**config.mk**
```make
export PLATFORM = sky130hd
export DESIGN_NAME = trimmed_mean_battery_level_unit
export DESIGN_NICKNAME = d
export VERILOG_FILES = /design/src/rtl/tmbl_pkg.sv /design/src/rtl/trimmed_mean_battery_level_unit.sv
export SDC_FILE = /design/constraint.sdc
export NUM_CORES = 1
export LEC_CHECK = 0
export ABC_AREA = 1
export ABC_CLOCK_PERIOD_IN_PS = 10400
export BUFFER_PORTS_ARGS = -buffer_cell sky130_fd_sc_hd__buf_2
export CORE_AREA = 2 2 117 119
export DETAILED_ROUTE_END_ITERATION = 7
export DIE_AREA = 0 0 119 121
export PLACE_DENSITY = 0.89
export SYNTH_ARGS = -nofsm -noshare
export SYNTH_HDL_FRONTEND = slang
export SYNTH_SLANG_ARGS = --single-unit
```
**constraint.sdc**
```tcl
create_clock -name clk -period 10.4 [get_ports clk]
set_clock_uncertainty 0.1 [all_clocks]
set_input_delay 1.04 -clock clk [delete_from_list [all_inputs] [get_ports clk]]
set_output_delay 1.04 -clock clk [all_outputs]
set_load 0.01 [all_outputs]
```
**src/rtl/tmbl_pkg.sv**
```systemverilog
`default_nettype none

package tmbl_pkg;

    // Field widths
    localparam int SAMPLE_W    = 12;
    localparam int SUM_W       = 16;
    localparam int COUNT_W     = 4;
    localparam int LEVEL_W     = 3;
    localparam int CFG_INDEX_W = 2;

    // Default for the number of ADC bits that are used
    localparam int SAMPLE_BITS_DEF = 12;

    // Samples per group
    localparam logic [COUNT_W-1:0] GROUP_LEN = COUNT_W'(10);

    // Group accumulator reset value for the smallest sample
    localparam logic [SAMPLE_W-1:0] SMALLEST_INIT = {SAMPLE_W{1'b1}};

    // Threshold reset values
    localparam logic [SAMPLE_W-1:0] LEVEL5_INIT = SAMPLE_W'(3600);
    localparam logic [SAMPLE_W-1:0] LEVEL4_INIT = SAMPLE_W'(3466);
    localparam logic [SAMPLE_W-1:0] LEVEL3_INIT = SAMPLE_W'(3333);
    localparam logic [SAMPLE_W-1:0] LEVEL2_INIT = SAMPLE_W'(3200);

    // Configuration register indexes
    localparam logic [CFG_INDEX_W-1:0] CFG_LEVEL5 = CFG_INDEX_W'(0);
    localparam logic [CFG_INDEX_W-1:0] CFG_LEVEL4 = CFG_INDEX_W'(1);
    localparam logic [CFG_INDEX_W-1:0] CFG_LEVEL3 = CFG_INDEX_W'(2);
    localparam logic [CFG_INDEX_W-1:0] CFG_LEVEL2 = CFG_INDEX_W'(3);

    // Battery level codes
    localparam logic [LEVEL_W-1:0] LEVEL_1 = LEVEL_W'(1);
    localparam logic [LEVEL_W-1:0] LEVEL_2 = LEVEL_W'(2);
    localparam logic [LEVEL_W-1:0] LEVEL_3 = LEVEL_W'(3);
    localparam logic [LEVEL_W-1:0] LEVEL_4 = LEVEL_W'(4);
    localparam logic [LEVEL_W-1:0] LEVEL_5 = LEVEL_W'(5);

endpackage

`default_nettype wire

```
**src/rtl/trimmed_mean_battery_level_unit.sv**
```systemverilog
`default_nettype none

// Channel   Handshake               Payload
// --------  ----------------------  ------------------------------------------
// input     in_valid / in_ready     sample
// result    out_valid / out_ready   average, level, new_average, ready_res
// config    cfg_valid / cfg_ready   cfg_index, cfg_data
//
// The accumulate, trim, shift and threshold compare all
// sit between the group state and the result register, so a new sample is
// taken every cycle while the result side keeps up.
// Reset (rst_n low) clears the group, the latched average and its flag, and
// loads the default thresholds. A stalled result holds in place; a new sample
// is taken in the cycle its result register frees up. Config is always ready.

module trimmed_mean_battery_level_unit #(
    parameter int SAMPLE_BITS = tmbl_pkg::SAMPLE_BITS_DEF
) (
    input  wire logic                                 clk,
    input  wire logic                                 rst_n,

    input  wire logic                                 in_valid,
    output logic                                      in_ready,
    input  wire logic [tmbl_pkg::SAMPLE_W-1:0]        sample,

    output logic                                      out_valid,
    input  wire logic                                 out_ready,
    output logic      [tmbl_pkg::SAMPLE_W-1:0]        average,
    output logic      [tmbl_pkg::LEVEL_W-1:0]         level,
    output logic                                      new_average,
    output logic                                      ready_res,

    input  wire logic                                 cfg_valid,
    output logic                                      cfg_ready,
    input  wire logic [tmbl_pkg::CFG_INDEX_W-1:0]     cfg_index,
    input  wire logic [tmbl_pkg::SAMPLE_W-1:0]        cfg_data
);

    import tmbl_pkg::*;

    localparam logic [SAMPLE_W-1:0] SAMPLE_MASK = SAMPLE_W'((1 << SAMPLE_BITS) - 1);

    // Thresholds
    logic [SAMPLE_W-1:0] level5_reg;
    logic [SAMPLE_W-1:0] level4_reg;
    logic [SAMPLE_W-1:0] level3_reg;
    logic [SAMPLE_W-1:0] level2_reg;

    // Group state
    logic [SUM_W-1:0]    sum_reg;
    logic [SUM_W-1:0]    sum_next;
    logic [SAMPLE_W-1:0] largest_reg;
    logic [SAMPLE_W-1:0] largest_next;
    logic [SAMPLE_W-1:0] smallest_reg;
    logic [SAMPLE_W-1:0] smallest_next;
    logic [COUNT_W-1:0]  count_reg;
    logic [COUNT_W-1:0]  count_next;
    logic [SAMPLE_W-1:0] latched_reg;
    logic [SAMPLE_W-1:0] latched_next;
    logic                valid_avg_reg;

    // Result register
    logic                out_valid_reg;
    logic [SAMPLE_W-1:0] average_reg;
    logic [LEVEL_W-1:0]  level_reg;
    logic [LEVEL_W-1:0]  level_next;
    logic                fresh_reg;
    logic                ready_res_reg;

    logic [SAMPLE_W-1:0] sample_used;
    logic [SUM_W-1:0]    trimmed;
    logic                group_done;
    logic                in_take;

    // Accept a sample whenever the result register is empty or being drained
    assign in_ready  = !out_valid_reg || out_ready;
    assign in_take   = in_valid && in_ready;
    assign cfg_ready = 1'b1;

    // Accumulate, track extremes and trim on the last sample of a group
    always_comb
    begin
        sample_used   = sample & SAMPLE_MASK;
        sum_next      = sum_reg + SUM_W'(sample_used);
        largest_next  = (sample_used > largest_reg)  ? sample_used : largest_reg;
        smallest_next = (sample_used < smallest_reg) ? sample_used : smallest_reg;
        count_next    = count_reg + COUNT_W'(1);
        group_done    = (count_next >= GROUP_LEN);
        trimmed       = sum_next - SUM_W'(largest_next) - SUM_W'(smallest_next);
        latched_next  = group_done ? trimmed[SAMPLE_W+2:3] : latched_reg;
    end

    // Classify the latched average, highest level first
    always_comb
    begin
        priority if (latched_next >= level5_reg)
        begin
            level_next = LEVEL_5;
        end
        else if (latched_next >= level4_reg)
        begin
            level_next = LEVEL_4;
        end
        else if (latched_next >= level3_reg)
        begin
            level_next = LEVEL_3;
        end
        else if (latched_next >= level2_reg)
        begin
            level_next = LEVEL_2;
        end
        else
        begin
            level_next = LEVEL_1;
        end
    end

    // Write thresholds from the config channel
    always_ff @(posedge clk or negedge rst_n)
    begin
        if (!rst_n)
        begin
            level5_reg <= LEVEL5_INIT;
            level4_reg <= LEVEL4_INIT;
            level3_reg <= LEVEL3_INIT;
            level2_reg <= LEVEL2_INIT;
        end
        else if (cfg_valid && cfg_ready)
        begin
            unique case (cfg_index)
                CFG_LEVEL5: level5_reg <= cfg_data;
                CFG_LEVEL4: level4_reg <= cfg_data;
                CFG_LEVEL3: level3_reg <= cfg_data;
                CFG_LEVEL2: level2_reg <= cfg_data;
                default:    level2_reg <= level2_reg;
            endcase
        end
    end

    // Advance the group state on each accepted transaction
    always_ff @(posedge clk or negedge rst_n)
    begin
        if (!rst_n)
        begin
            sum_reg       <= '0;
            largest_reg   <= '0;
            smallest_reg  <= SMALLEST_INIT;
            count_reg     <= '0;
            latched_reg   <= '0;
            valid_avg_reg <= 1'b0;
        end
        else if (in_take)
        begin
            latched_reg <= latched_next;
            if (group_done)
            begin
                sum_reg       <= '0;
                largest_reg   <= '0;
                smallest_reg  <= SMALLEST_INIT;
                count_reg     <= '0;
                valid_avg_reg <= 1'b1;
            end
            else
            begin
                sum_reg      <= sum_next;
                largest_reg  <= largest_next;
                smallest_reg <= smallest_next;
                count_reg    <= count_next;
            end
        end
    end

    // Hold the result until the consumer takes it
    always_ff @(posedge clk or negedge rst_n)
    begin
        if (!rst_n)
        begin
            out_valid_reg <= 1'b0;
        end
        else if (in_take)
        begin
            out_valid_reg <= 1'b1;
        end
        else if (out_ready)
        begin
            out_valid_reg <= 1'b0;
        end
    end

    // Load the result payload
    always_ff @(posedge clk)
    begin
        if (in_take)
        begin
            average_reg   <= latched_next;
            level_reg     <= level_next;
            fresh_reg     <= group_done;
            ready_res_reg <= valid_avg_reg || group_done;
        end
    end

    assign out_valid   = out_valid_reg;
    assign average     = average_reg;
    assign level       = level_reg;
    assign new_average = fresh_reg;
    assign ready_res   = ready_res_reg;

endmodule

`default_nettype wire

```
==> out/qor.txt, run 1 <==
FP Rows -> 42
Worst Path Arrival -> 6.80 ns
Crit Path Category -> in2reg
Non-filler cells, final -> 1266
Sink Count -> 122
Ys flop type -> dfrtp_1
DP HPWL -> 14.20 mm
Tightest Hold Check Type -> reg2reg
Avg Cell Area, Syn -> 8.073 um^2
Max clock buf depth -> 2
R2r setup slk -> 3.86 ns
# Post-CTS Setup Buffers -> 0
Layout overhead on the synthesized area -> 10.92%
Most frequent cell after synthesis -> nand2_1
Hold Buf Count CTS -> 0
Slew Limit Fails -> 0
Fmax -> 148.4 MHz
Die width -> 119 um
Hold EP -> valid_avg_reg
Final Hold Fails -> 0
Hold depth -> 2
Syn_nets -> 1171
Resized Gates After CTS -> 0
Max Cap Violations -> 0
Routed Antenna Nets -> 0
Buffers on Ports -> 49
Die height -> 121 um
Slew Limit Headroom -> 29.50%
EDFF count, synth -> 17
H-tree Lvls -> 4
Worst-margin pin slew -> 1.057 ns
Die area -> 14400 um^2
R2R depth -> 25
Pre-Repair DR Iteration Count -> 6
Register area share after synthesis -> 38.19%
Top cell type by total area after synthesis -> dfrtp_1
CP startpoint kind -> input pin
R2R Path Start -> smallest_reg[9]
CP endpoint kind -> flip-flop
Diodes inserted -> 0
Post-synth ARST share -> 86.07%
CTS tree -> done
Total GRT Usage -> 29.33%
DRC violation total after the first TritonRoute iteration -> 495
Initial antenna violation count -> 0
Drt drc -> 0
Worst-skew pair later-pin latency -> 0.43 ns
Synth Instances -> 1030
Total detailed-routing wirelength -> 19.66 mm
Share of the synthesized area in the top cell type -> 22.57%
Routed vias -> 7181
Post-Syn Area -> 8315 um^2
RePlAce Congestion -> 0.9800
Cts bufs inserted -> 17
Max reg flops -> 15
Drt via density -> 5.672
Worst R2R End -> level[2]
Required @ worst endpoint -> 10.46 ns
Initial Utilization -> 63.55%
Dpl cells -> 1234
RSZ-0062 raised after global routing -> false
Final Critical Period -> 6.740 ns
Largest net degree at the start of global routing -> 76
Hold Crit Start -> valid_avg_reg
Final worst-path cycle share -> 64.80%
First-pass GRT wire length -> 33.43 mm
Top cells by area, synth -> dfrtp_1, ha_1, nand2_1
Grt ovf -> 0
Clk pin slew, worst setup/hold paths -> 0.06 ns
Flip-flop and latch count after synthesis -> 122
Ys Warns -> 0
Vias in the first global route -> 7238
Root Buffer -> clkbuf_16
Synth cell count leaders -> nand2_1, inv_1, ha_1
Nets -> 1218
Worst Setup SP -> sample[9]
Layout cells sized above 1 -> 11.28%
Post-synth cell types -> 43
Count of final setup violators -> 0
Setup TNS Final -> 0 ns
Maximum fanout along the worst path -> 13
Status -> completed
DR WL/cell -> 15.53 um
# IOs -> 51
Core Footprint -> 13090 um^2
worst max path at each step:
stage,cells past startpoint,slack (ns),endpoint
2_1_floorplan,29,4.98,level[2]
3_3_place_gp,23,3.56,level[2]
3_5_place_dp,23,3.37,level[2]
4_1_cts,23,3.74,level[2]
5_1_grt,27,3.06,level[1]
6_report,25,3.66,level[2]
cell families after synthesis:
family          count (synthesis)  share of synthesized area, %
flops                         122                         38.19
xor+xnor                       22                         2.317
simple gates                  375                         18.94
other cells                     1                       0.04510
buf+inv                       197                         9.419
fa+ha+maj                     110                         17.54
compound gates                203                         13.54
final cells by class:
| class | count | area [um^2] |
|---|---|---|
| clock inverter | 12 | 98.84 |
| multi-input combinational | 711 | 4359 |
| sequential | 122 | 3176 |
| clock buffer | 20 | 446.7 |
| tap | 176 | 220.2 |
| timing repair buffer | 53 | 277.8 |
| inverter | 172 | 645.6 |
| fill | 999 | 3861 |
placed cells by master, fill, tap and decap left out, drive strengths merged, types with 2 or more instances in the layout:
cell type  netlist  routed
clkinvlp         0       2
a211oi           3       3
and2            10      10
a22o             5       5
ha              99      99
nand3           55      55
nor4             2       2
nand2          251     251
nand4            7       7
buf             13      53
o211ai           2       2
clkbuf          12      20
nand3b           8       8
fa              11      11
o22ai           13      13
inv            172     174
a31oi            7       7
xor2            14      14
nor2            38      38
nor3             3       3
o21bai           5       5
a21oi           55      55
clkinv           0       7
o21ai          108     108
xnor2            8       8
dfstp           30      30
edfxtp          17      17
dfrtp           75      75
layer usage:
layer | track usage, % | routed length, um | up-vias
met4 | 12.43 | 579 | 0
met3 | 6.156 | 1277 | 64
met1 | 36.93 | 8358 | 3344
met5 | 0 | 0 | -
met2 | 49.25 | 9445 | 290
li1 | - | - | 3483
worst max-delay path, cell delays in order:
cell,delay [ns]
buf_2,0.15
ha_1,0.33
a21oi_1,0.13
o21ai_0,0.11
a21oi_1,0.83
nand2_1,0.57
nand2_1,0.23
and2_1,0.18
fa_1,0.42
ha_1,0.38
nand2_1,0.13
nor2_1,0.14
nand2_1,0.07
o211ai_1,0.15
nand2_1,0.09
nand2_1,0.10
xor2_1,0.09
o21ai_0,0.54
ha_1,0.37
a21oi_1,0.14
o21ai_0,0.13
nand3_1,0.10
o2111ai_1,0.10
a21oi_1,0.18
nand2_1,0.09
metrics by stage:
step	instance area, um^2	util, %	hold slack, ns	worst slack [ns]
2_1_floorplan	8315	-	0.3225	4.976
3_3_place_gp	8678	66.32	0.3333	3.558
3_5_place_dp	8678	66.32	0.3419	3.365
4_1_cts	9224	70.49	0.3562	3.739
5_1_grt	9224	70.49	0.3775	3.056
6_report	9224	70.49	0.3515	3.661
Power of run 1 is left out: the tool's default activity adds up to more than one toggle a clock period on the data nets, which glitch-free logic cannot reach.
==> run 2: changes to the inputs <==
- ABC_CLOCK_PERIOD_IN_PS: 10400 -> 7000
- CORE_AREA: 2 2 117 119 -> 2 2 119 121
- DIE_AREA: 0 0 119 121 -> 0 0 121 123
- PLACE_DENSITY: 0.89 -> 0.86
- clock period: 10.4 -> 7 ns (I/O delays scaled with it)
==> run 2 against run 1 <==
Via count is 2.1% lower. Sequential share of layout area is 0.17 points lower. Utilization is 2.4 points lower. First-iteration DRC count is 7.1% lower. Design area is 0.49% higher. Cell count is 0.39% higher.
==> out/qor.txt, run 2 (same netlist as run 1, synthesis figures left out) <==
CP endpoint kind -> flip-flop (unchanged)
R2r setup slk -> 0.67 ns (was 3.86 ns)
Worst-margin pin slew -> 0.9439 ns (was 1.057 ns)
Root Buffer -> clkbuf_16 (unchanged)
Most frequent cell on the critical path -> nand2_1 (unchanged)
Hold Buf Count CTS -> 0 (unchanged)
Vias in the first global route -> 6775 (was 7238)
Final Critical Period -> 6.328 ns
Max reg flops -> 15 (unchanged)
Die width -> 121 um (was 119 um)
Total GRT Usage -> 27.84% (was 29.33%)
Most common cell after layout, fill and taps aside -> nand2_1 (unchanged)
Die height -> 123 um (was 121 um)
Slowest cell on crit path -> nand2_1 (was a21oi_1)
Buffers on Ports -> 49 (unchanged)
Routed vias -> 7032 (was 7181)
Diodes inserted -> 0 (unchanged)
Dpl cells -> 1239 (was 1234)
Layout overhead on the synthesized area -> 11.47% (was 10.92%)
DR WL/cell -> 15.40 um (was 15.53 um)
Total detailed-routing wirelength -> 19.58 mm (was 19.66 mm)
Most frequent cells in the layout -> nand2_1, inv_1, ha_1 (unchanged)
Fmax -> 158.0 MHz
Routed Antenna Nets -> 0 (unchanged)
Count of final setup violators -> 0 (unchanged)
Layout cells sized above 1 -> 10.91% (was 11.28%)
Final worst-path cycle share -> 90.40%
Clk pin slew, worst setup/hold paths -> 0.06 ns (about the same)
Core Util, Final -> 68.09% (was 70.49%)
Die area -> 14880 um^2 (was 14400 um^2)
GR Util met1 -> 34.79% (was 36.93%)
Max Cap Violations -> 0 (unchanged)
Buf+Inv Stages, Crit Path -> 3 (was 1)
Status -> completed (unchanged)
DP HPWL -> 14.25 mm (was 14.20 mm)
CP top delay family -> simple AND/OR/NAND/NOR gates (was compound AO/OA/AOI/OAI gates)
# Post-CTS Setup Buffers -> 0 (unchanged)
Grt ovf -> 0 (unchanged)
Grt met2 use -> 47.79% (was 49.25%)
Final Instance Area -> 9269 um^2 (was 9224 um^2)
Final Hold Fails -> 0 (unchanged)
RePlAce Congestion -> 0.9646 (was 0.9800)
Worst Path Arrival -> 6.37 ns (was 6.80 ns)
Initial Utilization -> 61.09% (was 63.55%)
H-tree Lvls -> 4 (unchanged)
Core Footprint -> 13610 um^2 (was 13090 um^2)
FP Rows -> 43 (was 42)
Met3 usage -> 4.797% (was 6.156%)
DRC violation total after the first TritonRoute iteration -> 460 (was 495)
Maximum fanout along the worst path -> 13 (unchanged)
Slew Limit Headroom -> 37.00% (was 29.50%)
Required @ worst endpoint -> 7.05 ns (was 10.46 ns)
Non-filler cells, final -> 1271 (was 1266)
Sink Count -> 122 (unchanged)
R2R depth -> 26 (was 25)
Pre-Repair DR Iteration Count -> 5 (was 6)
Cts bufs inserted -> 17 (unchanged)
Max clock buf depth -> 2 (unchanged)
First-pass GRT wire length -> 32.25 mm (was 33.43 mm)
CTS tree -> done (unchanged)
Setup TNS Final -> 0 ns (unchanged)
Slew Limit Fails -> 0 (unchanged)
RSZ-0062 raised after global routing -> false (unchanged)
Worst R2R End -> level[2] (unchanged)
Placement Cell Area -> 8691 um^2 (was 8678 um^2)
Resized Gates After CTS -> 0 (unchanged)
Drt drc -> 0 (unchanged)
Crit path largest cell delay -> 0.56 ns (was 0.83 ns)
R2R Path Start -> smallest_reg[11] (was smallest_reg[9])
Most crowded layer after global routing -> met2 (unchanged)
Initial antenna violation count -> 0 (unchanged)
CP startpoint kind -> flip-flop (was input pin)
Largest net degree at the start of global routing -> 71 (was 76)
Tightest Hold Check Type -> in2async (was reg2reg)
Nets -> 1219 (was 1218)
Drt via density -> 5.533 (was 5.672)
# IOs -> 51 (unchanged)
Crit Path Category -> reg2reg (was in2reg)
Worst-skew pair later-pin latency -> 0.42 ns (was 0.43 ns)
[run 2: metal layers]
| metal | vias up | part of all wire [%] |
|---|---|---|
| met5 | - | 0 |
| met4 | 0 | 2.8 |
| met3 | 46 | 4.6 |
| met2 | 211 | 49 |
| met1 | 3298 | 44 |
| li1 | 3477 | - |
[run 2: worst max path at each step]
stage                     depth (start not counted)        to  slack, ns              from
after floorplan                                  29  level[2]       1.92         sample[9]
after global placement                           26  level[2]       0.66        sample[11]
after detailed placement                         26  level[2]       0.61        sample[11]
after CTS                                        26  level[2]       0.80  smallest_reg[11]
after global routing                             28  level[2]       0.15  smallest_reg[11]
final                                            26  level[2]       0.67  smallest_reg[11]
[run 2: per-stage QoR]
stage	setup WS [ns]	hold WS [ns]
final	0.6723	0.1327
after CTS	0.7979	0.1416
after global routing	0.1533	0.1651
after detailed placement	0.6090	0.3415
after floorplan	1.916	0.3044
after global placement	0.6643	0.3337
[run 2: final cells by class]
cell class / instances / area [um^2]
clock buffers: 22 / 454.2
clock inverters: 10 / 123.9
fillers: 1104 / 4343
inverters: 172 / 645.6
multi-input cells: 711 / 4359
flip-flops and latches: 122 / 3176
well taps: 180 / 225.2
repair buffers: 54 / 285.3
Power of run 2 is left out for the same reason.
